--- config.mk ---
export PLATFORM = sky130hd
export DESIGN_NAME = piecewise_linear_transfer_curve_top
export DESIGN_NICKNAME = d
export VERILOG_FILES = /design/src/sv/plt_pkg.sv /design/src/sv/plt_front.sv /design/src/sv/plt_fifo.sv /design/src/sv/plt_div.sv /design/src/sv/plt_back.sv /design/src/sv/piecewise_linear_transfer_curve_top.sv
export SDC_FILE = /design/constraint.sdc
export NUM_CORES = 2
export LEC_CHECK = 0
export ABC_CLOCK_PERIOD_IN_PS = 6700
export BUFFER_PORTS_ARGS = -buffer_cell sky130_fd_sc_hd__buf_2
export CAP_MARGIN = 20
export CORE_UTILIZATION = 57
export DETAILED_ROUTE_END_ITERATION = 10
export PLACE_DENSITY = 0.8
export SYNTH_ARGS = -nofsm -noshare
export SYNTH_HDL_FRONTEND = slang
export SYNTH_SLANG_ARGS = --single-unit
--- constraint.sdc ---
create_clock -name i_clk -period 6.7 [get_ports i_clk]
set_input_delay 0.67 -clock i_clk [delete_from_list [all_inputs] [get_ports i_clk]]
set_output_delay 0.67 -clock i_clk [all_outputs]
set_load 0.01 [all_outputs]
--- src/sv/plt_pkg.sv ---
`timescale 1ns / 1ps
`default_nettype none
package plt_pkg;

    localparam int MAX_POINTS_DEF = 16;
    localparam int MAP_SIZE_DEF   = 65536;

    // register indexes (paddr[2])
    localparam logic REG_LAST_POSITION = 1'b0;
    localparam logic REG_POINT_COUNT   = 1'b1;

    // request class decided by the front end
    typedef enum logic [1:0] {
        K_LOAD = 2'd0,   // write a control point
        K_ZERO = 2'd1,   // answer level 0 at once (ignored load, or fewer than two points)
        K_LOOK = 2'd2    // segment search and interpolation
    } t_kind;

    typedef struct packed {
        t_kind       kind;
        logic [3:0]  slot;
        logic [15:0] position;
        logic [15:0] level;
        logic [15:0] sample;     // already clamped to the last valid position
        logic        clamped;
    } t_req;

endpackage
`default_nettype wire

--- src/sv/plt_front.sv ---
`timescale 1ns / 1ps
`default_nettype none
module plt_front #(
    parameter int MAX_POINTS = plt_pkg::MAX_POINTS_DEF,
    parameter int MAP_SIZE   = plt_pkg::MAP_SIZE_DEF,
    localparam int CW = $clog2(MAX_POINTS + 1)
) (
    input  wire               i_clk,
    input  wire               i_rst_n,
    input  wire               i_valid,
    output logic              o_stall,
    input  wire               i_mode,
    input  wire  [3:0]        i_point_slot,
    input  wire  [15:0]       i_point_position,
    input  wire  [15:0]       i_point_level,
    input  wire  [15:0]       i_sample,
    input  wire  [15:0]       i_last_position,
    input  wire  [CW-1:0]     i_point_count,
    output logic              o_push,
    output plt_pkg::t_req     o_req,
    input  wire               i_full
);

    localparam logic [15:0] LIM_MAX = 16'(MAP_SIZE - 1);

    logic          r_fv;
    plt_pkg::t_req r_req;
    plt_pkg::t_req n_req;
    logic          accept;
    logic [15:0]   lim;

    assign o_stall = r_fv && i_full;
    assign accept  = i_valid && !o_stall;
    assign o_push  = r_fv && !i_full;
    assign o_req   = r_req;

    assign lim = (i_last_position > LIM_MAX) ? LIM_MAX : i_last_position;

    always_comb begin
        n_req          = '0;
        n_req.slot     = i_point_slot;
        n_req.position = i_point_position;
        n_req.level    = i_point_level;
        if (!i_mode) begin
            n_req.kind = ({4'b0, i_point_slot} < 8'(MAX_POINTS)) ? plt_pkg::K_LOAD
                                                                : plt_pkg::K_ZERO;
        end else begin
            n_req.clamped = i_sample > lim;
            n_req.sample  = n_req.clamped ? lim : i_sample;
            n_req.kind    = (i_point_count < CW'(2)) ? plt_pkg::K_ZERO : plt_pkg::K_LOOK;
        end
    end

    always_ff @(posedge i_clk) begin
        if (!i_rst_n) begin
            r_fv <= 1'b0;
        end else begin
            r_fv <= accept || (r_fv && i_full);
        end
    end

    always_ff @(posedge i_clk) begin
        if (accept) begin
            r_req <= n_req;
        end
    end

endmodule
`default_nettype wire

--- src/sv/plt_fifo.sv ---
`timescale 1ns / 1ps
`default_nettype none
module plt_fifo (
    input  wire               i_clk,
    input  wire               i_rst_n,
    input  wire               i_push,
    input  wire plt_pkg::t_req i_data,
    output logic              o_full,
    input  wire               i_pop,
    output logic              o_valid,
    output plt_pkg::t_req     o_data
);

    plt_pkg::t_req r_mem [2];
    logic          r_wp;
    logic          r_rp;
    logic [1:0]    r_cnt;

    assign o_full  = r_cnt == 2'd2;
    assign o_valid = r_cnt != 2'd0;
    assign o_data  = r_mem[r_rp];

    always_ff @(posedge i_clk) begin
        if (!i_rst_n) begin
            r_wp  <= 1'b0;
            r_rp  <= 1'b0;
            r_cnt <= 2'd0;
        end else begin
            if (i_push) begin
                r_wp <= ~r_wp;
            end
            if (i_pop) begin
                r_rp <= ~r_rp;
            end
            r_cnt <= r_cnt + {1'b0, i_push} - {1'b0, i_pop};
        end
    end

    always_ff @(posedge i_clk) begin
        if (i_push) begin
            r_mem[r_wp] <= i_data;
        end
    end

endmodule
`default_nettype wire

--- src/sv/plt_div.sv ---
`timescale 1ns / 1ps
`default_nettype none
// restoring divider, one quotient bit per cycle; quotient must fit 16 bits
module plt_div (
    input  wire         i_clk,
    input  wire         i_rst_n,
    input  wire         i_start,
    input  wire  [31:0] i_num,
    input  wire  [15:0] i_den,
    output logic        o_done,
    output logic [15:0] o_quot
);

    logic        r_busy;
    logic        r_done;
    logic [3:0]  r_cnt;
    logic [15:0] r_rem;
    logic [15:0] r_q;
    logic [15:0] r_den;
    logic [16:0] trial;
    logic        ge;

    assign trial  = {r_rem, r_q[15]};
    assign ge     = trial >= {1'b0, r_den};
    assign o_done = r_done;
    assign o_quot = r_q;

    always_ff @(posedge i_clk) begin
        if (!i_rst_n) begin
            r_busy <= 1'b0;
            r_done <= 1'b0;
            r_cnt  <= '0;
        end else begin
            r_done <= 1'b0;
            if (i_start) begin
                r_busy <= 1'b1;
                r_cnt  <= 4'd15;
            end else if (r_busy) begin
                r_cnt <= r_cnt - 4'd1;
                if (r_cnt == 4'd0) begin
                    r_busy <= 1'b0;
                    r_done <= 1'b1;
                end
            end
        end
    end

    always_ff @(posedge i_clk) begin
        if (i_start) begin
            r_rem <= i_num[31:16];
            r_q   <= i_num[15:0];
            r_den <= i_den;
        end else if (r_busy) begin
            r_rem <= ge ? 16'(trial - {1'b0, r_den}) : trial[15:0];
            r_q   <= {r_q[14:0], ge};
        end
    end

endmodule
`default_nettype wire

--- src/sv/plt_back.sv ---
`timescale 1ns / 1ps
`default_nettype none
module plt_back #(
    parameter int MAX_POINTS = plt_pkg::MAX_POINTS_DEF,
    localparam int AW = $clog2(MAX_POINTS),
    localparam int CW = $clog2(MAX_POINTS + 1)
) (
    input  wire               i_clk,
    input  wire               i_rst_n,
    input  wire  [CW-1:0]     i_point_count,
    input  wire               i_valid,
    input  wire plt_pkg::t_req i_req,
    output logic              o_pop,
    output logic              o_valid,
    input  wire               i_stall,
    output logic [15:0]       o_level,
    output logic              o_clamped
);

    typedef enum logic [5:0] {
        S_IDLE   = 6'b000001,
        S_SEARCH = 6'b000010,
        S_MUL    = 6'b000100,
        S_DIVGO  = 6'b001000,
        S_DIV    = 6'b010000,
        S_OUT    = 6'b100000
    } t_state;

    t_state      r_state;
    t_state      n_state;

    logic [31:0] r_pts [MAX_POINTS];    // {position, level}
    logic [31:0] r_rd;
    logic [AW-1:0] rd_addr;
    logic [AW-1:0] r_ridx;
    logic        r_first;
    logic [15:0] r_s;
    logic [15:0] r_pp;
    logic [15:0] r_pl;
    logic [15:0] r_off;
    logic [15:0] r_w;
    logic [15:0] r_mag;
    logic        r_up;
    logic [31:0] r_prod;
    logic [15:0] r_lvl;
    logic        r_clmp;
    logic        r_ov;

    logic [15:0] cur_pos;
    logic [15:0] cur_lev;
    logic [AW-1:0] last_idx;
    logic        hit;
    logic        out_free;
    logic        div_done;
    logic [15:0] quot;
    logic [15:0] step;

    assign cur_pos  = r_rd[31:16];
    assign cur_lev  = r_rd[15:0];
    assign last_idx = AW'(i_point_count - CW'(1));
    assign hit      = (r_pp < r_s) && (r_s <= cur_pos);
    assign out_free = !r_ov || !i_stall;
    assign o_pop    = (r_state == S_IDLE) && i_valid;
    assign step     = (quot > r_mag) ? r_mag : quot;
    assign rd_addr  = (r_state == S_SEARCH) ? r_ridx + AW'(1) : '0;

    assign o_valid   = r_ov;

    plt_div u_div (
        .i_clk   (i_clk),
        .i_rst_n (i_rst_n),
        .i_start (r_state == S_DIVGO),
        .i_num   (r_prod + {17'b0, r_w[15:1]}),
        .i_den   (r_w),
        .o_done  (div_done),
        .o_quot  (quot)
    );

    always_comb begin
        n_state = r_state;
        case (r_state)
            S_IDLE: begin
                if (i_valid) begin
                    n_state = (i_req.kind == plt_pkg::K_LOOK) ? S_SEARCH : S_OUT;
                end
            end
            S_SEARCH: begin
                if (r_first) begin
                    if (r_s <= cur_pos) begin
                        n_state = S_OUT;
                    end
                end else if (hit) begin
                    n_state = S_MUL;
                end else if (r_ridx == last_idx) begin
                    n_state = S_OUT;
                end
            end
            S_MUL:   n_state = S_DIVGO;
            S_DIVGO: n_state = S_DIV;
            S_DIV: begin
                if (div_done) begin
                    n_state = S_OUT;
                end
            end
            S_OUT: begin
                if (out_free) begin
                    n_state = S_IDLE;
                end
            end
            default: n_state = S_IDLE;
        endcase
    end

    always_ff @(posedge i_clk) begin
        if (!i_rst_n) begin
            r_state <= S_IDLE;
            r_ov    <= 1'b0;
        end else begin
            r_state <= n_state;
            if (r_state == S_OUT && out_free) begin
                r_ov <= 1'b1;
            end else if (!i_stall) begin
                r_ov <= 1'b0;
            end
        end
    end

    // point table: one write and one registered read per cycle
    always_ff @(posedge i_clk) begin
        if (o_pop && i_req.kind == plt_pkg::K_LOAD) begin
            r_pts[AW'(i_req.slot)] <= {i_req.position, i_req.level};
        end
        r_rd <= r_pts[rd_addr];
    end

    always_ff @(posedge i_clk) begin
        case (r_state)
            S_IDLE: begin
                r_ridx  <= '0;
                r_first <= 1'b1;
                r_s     <= i_req.sample;
                r_lvl   <= '0;
                r_clmp  <= i_req.clamped;
            end
            S_SEARCH: begin
                if (r_first && r_s <= cur_pos) begin
                    r_lvl <= cur_lev;
                end else if (!r_first && hit) begin
                    r_off <= r_s - r_pp;
                    r_w   <= cur_pos - r_pp;
                    r_up  <= cur_lev >= r_pl;
                    r_mag <= (cur_lev >= r_pl) ? cur_lev - r_pl : r_pl - cur_lev;
                end else if (!r_first && r_ridx == last_idx) begin
                    r_lvl <= cur_lev;
                end else begin
                    r_pp    <= cur_pos;
                    r_pl    <= cur_lev;
                    r_first <= 1'b0;
                    r_ridx  <= r_ridx + AW'(1);
                end
            end
            S_MUL: begin
                r_prod <= r_off * r_mag;
            end
            S_DIV: begin
                if (div_done) begin
                    r_lvl <= r_up ? r_pl + step : r_pl - step;
                end
            end
            default: begin
            end
        endcase
    end

    always_ff @(posedge i_clk) begin
        if (r_state == S_OUT && out_free) begin
            o_level   <= r_lvl;
            o_clamped <= r_clmp;
        end
    end

endmodule
`default_nettype wire

--- src/sv/piecewise_linear_transfer_curve_top.sv ---
`timescale 1ns / 1ps
`default_nettype none
// Piecewise-linear transfer curve for one color channel. Load requests
// (mode 0) write a control point {position, level} into the table slot given;
// lookup requests (mode 1) return the curve level at the sample position,
// interpolated between neighboring points with round-to-nearest, held flat
// below the first and above the last point, and zero while fewer than two
// points are in use. Samples above last_position are clamped to it and the
// result is flagged. Every request yields exactly one result; loads return
// level 0. Points must be loaded in ascending position order before use, and
// registers must be written over the APB port while no request is in flight;
// the block itself does not enforce this. On its way to the output register
// a load, or a lookup answered with zero, passes the input register and the
// queue. A lookup that ends at the first point or past the last one also
// passes the segment search, which reads k table entries (1 to point_count),
// one per cycle from the point table. An interpolating lookup passes the
// input register, the queue, the segment search, the multiply, the divider
// start and the bit-serial divider (16 quotient bits, then a done strobe)
// before it loads the output register.
// Requests are processed one at a time in the back end; a two-entry queue
// and an input register let new requests in while the back end works, and
// the output register holds a result while the sink stalls.
module piecewise_linear_transfer_curve_top #(
    parameter int MAX_POINTS = plt_pkg::MAX_POINTS_DEF,
    parameter int MAP_SIZE   = plt_pkg::MAP_SIZE_DEF
) (
    input  wire         i_clk,
    input  wire         i_rst_n,
    // input request channel
    input  wire         i_in_valid,
    output logic        o_in_stall,
    input  wire         i_mode,
    input  wire  [3:0]  i_point_slot,
    input  wire  [15:0] i_point_position,
    input  wire  [15:0] i_point_level,
    input  wire  [15:0] i_sample,
    // result channel
    output logic        o_out_valid,
    input  wire         i_out_stall,
    output logic [15:0] o_level,
    output logic        o_clamped,
    // register port
    input  wire         psel,
    input  wire         penable,
    input  wire         pwrite,
    input  wire  [2:0]  paddr,
    input  wire  [31:0] pwdata,
    output logic [31:0] prdata,
    output logic        pready
);

    localparam int CW = $clog2(MAX_POINTS + 1);

    logic [15:0]   r_last_position;
    logic [4:0]    r_point_count;
    logic [CW-1:0] point_count;   // limited to MAX_POINTS

    logic          push;
    logic          full;
    logic          pop;
    logic          q_valid;
    plt_pkg::t_req front_req;
    plt_pkg::t_req q_req;

    assign pready = 1'b1;

    // register access
    always_ff @(posedge i_clk) begin
        if (!i_rst_n) begin
            r_last_position <= 16'hFFFF;
            r_point_count   <= '0;
        end else if (psel && penable && pwrite) begin
            case (paddr[2])
                plt_pkg::REG_LAST_POSITION: r_last_position <= pwdata[15:0];
                plt_pkg::REG_POINT_COUNT:   r_point_count   <= pwdata[4:0];
                default: begin
                end
            endcase
        end
    end

    always_comb begin
        case (paddr[2])
            plt_pkg::REG_LAST_POSITION: prdata = {16'b0, r_last_position};
            plt_pkg::REG_POINT_COUNT:   prdata = {27'b0, r_point_count};
            default:                    prdata = '0;
        endcase
    end

    assign point_count = ({3'b0, r_point_count} > 8'(MAX_POINTS)) ? CW'(MAX_POINTS)
                                                                  : CW'(r_point_count);

    // front end: accept, clamp sample, classify
    plt_front #(
        .MAX_POINTS (MAX_POINTS),
        .MAP_SIZE   (MAP_SIZE)
    ) u_front (
        .i_clk            (i_clk),
        .i_rst_n          (i_rst_n),
        .i_valid          (i_in_valid),
        .o_stall          (o_in_stall),
        .i_mode           (i_mode),
        .i_point_slot     (i_point_slot),
        .i_point_position (i_point_position),
        .i_point_level    (i_point_level),
        .i_sample         (i_sample),
        .i_last_position  (r_last_position),
        .i_point_count    (point_count),
        .o_push           (push),
        .o_req            (front_req),
        .i_full           (full)
    );

    // decoupling queue
    plt_fifo u_fifo (
        .i_clk   (i_clk),
        .i_rst_n (i_rst_n),
        .i_push  (push),
        .i_data  (front_req),
        .o_full  (full),
        .i_pop   (pop),
        .o_valid (q_valid),
        .o_data  (q_req)
    );

    // back end: point table, segment search, interpolation, output register
    plt_back #(
        .MAX_POINTS (MAX_POINTS)
    ) u_back (
        .i_clk         (i_clk),
        .i_rst_n       (i_rst_n),
        .i_point_count (point_count),
        .i_valid       (q_valid),
        .i_req         (q_req),
        .o_pop         (pop),
        .o_valid       (o_out_valid),
        .i_stall       (i_out_stall),
        .o_level       (o_level),
        .o_clamped     (o_clamped)
    );

endmodule
`default_nettype wire
-- Word-level counts from Yosys, hierarchy flattened
Memory sizes are Yosys's and may differ from the RTL's. A register that Yosys moved wholly into a read port is not among the register bits.
Cells that the tools add are included.
- bits in latches: 0
- bits in registers: 310
- memories kept: 2
- memory bits (read-only): 0
- RAM bits: 622
- bitwise gates (word level): 8
- multiplexer cells: 50
- $lt $le $gt $ge: 9
- equal/unequal tests: 20
- add/subtract/negate cells: 13
- reduce and logical (&&, ||, !) cells: 33
- multipliers: 1
- shift operators: 0
- div/mod/pow operators: 0
- memory list (name ; words ; bits a word ; read ports ; clocked after memory_dff ; write ports ; RTL line ; RTL):
    u_back.r_pts ; 16 ; 32 ; 1 ; 1 ; 1 ; plt_back.sv:32 ; logic [31:0] r_pts [MAX_POINTS];
    u_fifo.r_mem ; 2 ; 55 ; 1 ; 1 ; 1 ; plt_fifo.sv:14 ; plt_pkg::t_req r_mem [2];
- operators with widths (operator ; count):
    2-to-1 mux 16 bit ; 14
    subtractor 16 bit ; 6
    case mux 32 bit (2 select lines) ; 1
    2-to-1 mux 6 bit ; 8
    case mux 16 bit (3 select lines) ; 1
    case mux 6 bit (6 select lines) ; 1
    adder 32 x 15 -> 32 bit ; 1
    > comparator 16 bit ; 2
    multiplier 16 x 16 -> 32 bit ; 1
    2-to-1 mux 4 bit ; 6
    >= comparator 17 x 16 -> 1 bit ; 1
    adder 16 bit ; 1
    >= comparator 16 bit ; 1
    > comparator 16 bit, second input constant ; 1
    less-or-equal comparator 16 bit ; 1
    less-than comparator 16 bit ; 1
    2-to-1 mux 1 bit ; 15
    logical AND 1 bit ; 12
    AND reduction 4 bit ; 3
    != test 3 bit, second input constant ; 3
    != test 2 bit, second input constant ; 4
    NOT 1 bit ; 8
    case mux 4 bit (2 select lines) ; 1
    subtractor 4 x 1 -> 4 bit, second input constant ; 2
    other kinds (28) ; 39

-- Longest topological paths before layout
- depth in word-level cells: 9
- gate-level depth with buffers: 26
- mapped depth without buffers: 24

-- Cells and area by module
A second synthesis with hierarchy kept.
- cells, all modules: 4258
- area, all modules: 52090.0 µm²
- modules (own cells, without submodules) (module ; instances ; area each (µm²) ; cells an instance):
    plt_back ; 1 ; 40889.2 ; 3484
    plt_fifo ; 1 ; 4449.3 ; 192
    plt_div ; 1 ; 3055.4 ; 274
    plt_front ; 1 ; 2461.1 ; 174
    piecewise_linear_transfer_curve_top ; 1 ; 1234.9 ; 134

-- Worst setup path after synthesis
OpenSTA, ideal clock, no wires.
- path type: reg-to-reg
- from: reg u_back.r_mag[1]
- to: reg u_back.r_prod[31], data pin
- setup time: 0.260 ns
- path buffers: 2
- arrival: 6.233 ns
- stages on the path, launching flop included: 24
- data required time: 6.440 ns
- clock period less this slack: 6.493 ns
- path slack: 0.207 ns
- cell sequence: edfxtp_1 clkbuf_1 clkbuf_1 nand2_1 fa_1 fa_1 fa_1 inv_1 fa_1 fa_1 inv_1 fa_1 inv_1 ha_1 a21o_1 a211o_1 a211oi_1 a211oi_1 a221o_1 and2_1 o31ai_1 nand2_1 a31oi_1 xnor2_1
- word-level cells in the longest chain between the ends: 1
- ends and longest elaborated chain (what ; RTL line ; RTL):
    from (decl) ; plt_back.sv:42 ; logic [15:0] r_mag;
    from (signal assigned) ; plt_back.sv:152 ; r_mag <= (cur_lev >= r_pl) ? cur_lev - r_pl : r_pl - cur_lev;
    multiplier 16 x 16 -> 32 bit ; plt_back.sv:163 ; r_prod <= r_off * r_mag;
    to (signal assigned) ; plt_back.sv:163 ;
    to (decl) ; plt_back.sv:44 ; logic [31:0] r_prod;
No other way between the ends.
A chain may end at the register's enable or synchronous reset.

-- Final worst setup path
- from: reg u_back.r_mag[5]
- to: reg u_back.r_prod[27], data pin
Same word-level chain as after synthesis.

==> run_results.csv <==
group,metric,value,unit
global_route,grt_start_max_net_pins,98,
yosys,async_reset_ff_share,0,%
critical_path,path_max_fanout,17,
timing,rsz0062_at_grt,"false",
die,die_h,302,um
die,ios,147,
timing,finalSetupViolCount,0,
critical_path,reg2reg_from,"u_back.r_mag[5]",
critical_path,arrival,6.93,ns
routing,drc_errors,2,
clock_network,clk_path_buf_depth,3,
routing,post_drt_via_cell_ratio,5.97,
routing,firstDrtPassIters,8,
timing,period_needed,6.51,ns
yosys,syn_area,51300,um2
status,status,"finished, violations left",
min_path,hold_path_class,"primary input to flop",
timing,tightest_slew,1.04,ns
place,dpl_worst_slack,-0.0155,ns
yosys,yosysSeqAreaShare,55.1,%
critical_path,startpoint_type,"flop",
routing,dr.first_iter.drc_count,3068,
critical_path,rr_endpoint,"u_back.r_prod[27]",
power,leakage,22.1,nW
die,rows,109,
routing,wl_per_cell,21.1,um
yosys,synth_warnings,0,
clock_network,cts_tree,"yes",
clock_network,path_clk_slew,0.06,ns
timing,worst_slack,0.194,ns
timing,max_freq,154,MHz
final_layout,area_growth_syn_to_layout,10.7,%
timing,final_hold_viol_count,0,
routing,wl,119,mm
final_layout,seqCellArea,28300,um2
min_path,worstHoldStart,"i_point_position[3]",
place,place.gp.congestion,0.938,
yosys,synth.distinct_cells,75,
final_layout,multi_input_area,20900,um2
final_layout,fillers,6406,
yosys,syn_avg_cell_area,12.0,um2
clock_network,cts-htree-levels,3,
yosys,synth_seq_cells,965,
critical_path,ff2ff_setup_slack,0.19,ns
power,max-vdd-ir-drop,0.270,mV
clock_network,clock_latency,0.69,ns
clock_network,cts_sinks,965,
global_route,grt_pass1_vias,33200,
final_layout,nets,4954,
die,initial_core_util,57.8,%
clock_network,root_buffer,"clkbuf_16",
yosys,synth_edf_count,893,
run,drv_cap,0,
timing,post-route-period-util,97.1,%
routing,detail-route-antenna-nets,0,
die,core_area,88800,um2
clock_network,cts_buffers,94,
critical_path,cp-startpoint,"u_back.r_mag[5]",
timing,fin_setup_tns,0,ns
critical_path,path_class,"flop to flop",
routing,via_count,33600,
global_route,grt_overflow,0,
timing,drv_slew,0,
timing,fin_skew,0.0657,ns
final_layout,drive_gt1_share,10.8,%
timing,max-slew-margin-rel,30.4,%
global_route,grt.total_usage,25.9,%
global_route,grt_pass1_wl,182,mm
critical_path,cp_data_required_time,7.13,ns
die,die_x,302,um
place,portBuffers,111,
die,dieArea,91200,um2
power,power_density,256,nW/um2
critical_path,r2r_cells,23,
place,placed_area,53400,um2
yosys,syn_inst,4266,
global_route,antenna_found_initial,3,
yosys,synth_flop_cell,"edfxtp_1",
status,violations,"DRC",
place,dp_hpwl,78.7,mm
critical_path,critPathCaptureType,"flop",
critical_path,crit_end,"u_back.r_prod[27]",
final_layout,design_area,56800,um2
[cells by family (layout without fill, tap and decap cells)]
family	after synthesis	in the layout	share of synthesized area (%)
AND/OR/NAND/NOR	1161	1161	10.7
flip-flops	965	965	55.1
AO/OA/AOI/OAI	832	832	10.9
buffers and inverters	609	794	4.66
adder cells (fa/ha/maj)	470	470	14.4
XOR/XNOR	148	148	2.53
multiplexers	79	79	1.69
other	2	18	0.0146
[stage by stage]
step	cells	hold slack, ns	power (mW)	utilization (%)
after detailed placement	5441	0.405	9.31	60.2
after floorplan	4281	0.400	8.70	-
final	5632	0.175	14.5	63.9
after CTS	5617	0.141	14.6	63.7
after global placement	5441	0.401	9.23	60.2
after global routing	5631	0.149	15.0	63.9
[worst min path at each step]
stage / endpoint / slack (ns) / cells past startpoint
2_1_floorplan: u_back.o_clamped / 0.40 / 0
3_3_place_gp: u_back.o_level[8] / 0.40 / 0
3_5_place_dp: u_back.o_level[13] / 0.40 / 0
4_1_cts: u_front.o_req[41] / 0.14 / 1
5_1_grt: u_front.o_req[41] / 0.15 / 1
6_report: u_front.o_req[36] / 0.17 / 1
[power breakdown]
group          switching (mW)  total (mW)  internal [mW]
Sequential              0.180        7.34           7.16
Combinational            1.27        1.87          0.597
Clock                    2.32        5.31           2.99
Total                    3.77        14.5           10.8
[cells in the final DEF (no fill, tap or decap), types with 11 or more instances in the layout]
cell type  count
a211oi_1     182
a21boi_0      15
a21o_1        52
a21oi_1      193
a311oi_1      65
a31oi_1       80
and2_1       130
and3_1        12
buf_2        111
buf_4        113
clkbuf_1      15
clkbuf_16     94
clkinv_1      17
conb_1        17
dfxtp_1       71
edfxtp_1     893
fa_1         201
ha_1         269
inv_1        385
mux2_2        59
mux2i_1       20
nand2_1      522
nand2b_1      22
nand3_1       49
nand4_1       31
nor2_1       137
nor2_4        18
nor2b_1      151
nor3_1        32
o211ai_1      19
o21a_1        24
o21ai_0       95
o21bai_1      17
o22ai_1       11
o31ai_1       20
or3_1         11
xnor2_1       83
xor2_1        65
[synth_stat cells, drive strengths merged, types with 10 or more instances]
cell	n	area (um2)
a211oi	183	1370
a21boi	15	113
a21o	52	390
a21oi	196	981
a311oi	65	569
a31oi	81	507
and2	131	820
and3	14	87.6
buf	52	299
clkbuf	168	631
dfxtp	72	1440
edfxtp	893	26800
fa	201	4020
ha	269	3370
inv	387	1450
mux2	59	664
mux2i	20	200
nand2	525	1970
nand2b	23	144
nand3	49	245
nand4	31	194
nor2	156	586
nor2b	153	957
nor3	33	170
nor4	10	62.6
o211ai	19	143
o21a	24	180
o21ai	97	485
o21bai	17	128
o22ai	12	75.1
o31ai	21	158
or3	11	68.8
xnor2	83	727
xor2	65	569
[worst max-delay path, stage by stage (launching register included)]
cell and delay, ns:
edfxtp_1 0.36, buf_4 0.21, and2_1 0.19, fa_1 0.50, inv_1 0.05, fa_1 0.46, fa_1 0.52, inv_1 0.06
fa_1 0.53, fa_1 0.51, inv_1 0.05, fa_1 0.48, inv_1 0.04, ha_1 0.28, a21o_1 0.20, a211o_1 0.31
a211oi_2 0.23, a211oi_1 0.13, a221o_1 0.33, and2_1 0.21, nor3_1 0.21, o21bai_1 0.11, a21oi_1 0.19, xnor2_1 0.10
[registers in the layout, indices dropped and copies added (netlist names), 32 cells and up, named ones only]
name           cells
u_fifo.r_mem     110
u_back.r_prod     32
u_front.o_req     55
u_back.r_rd       32
u_back.r_pts     512
[area by class of cell]
cell class | count | share of cell area (%)
inverters | 389 | 2.58
diodes | 1 | 0.00441
clock inverters | 58 | 1.11
flip-flops and latches | 965 | 49.8
multi-input cells | 2707 | 36.8
well taps | 1165 | 2.57
clock buffers | 115 | 4.39
repair buffers | 232 | 2.75
[routing by layer]
metal	part of all wire (%)	vias to the layer above	GRT usage [%]
li1	-	15400	-
met1	39	16500	32.9
met2	50	1347	44.4
met3	6.8	337	3.69
met4	4.2	4	11.0
met5	0.022	-	0
[what timing repair did]
item,in CTS,in global routing
pin swaps,0,1
resized for setup,0,8
setup endpoints to repair,1,6
endpoints found under the hold margin,0,0
hold buffers,0,0
setup buffers,3,13
(Power assumes the default switching activity.)
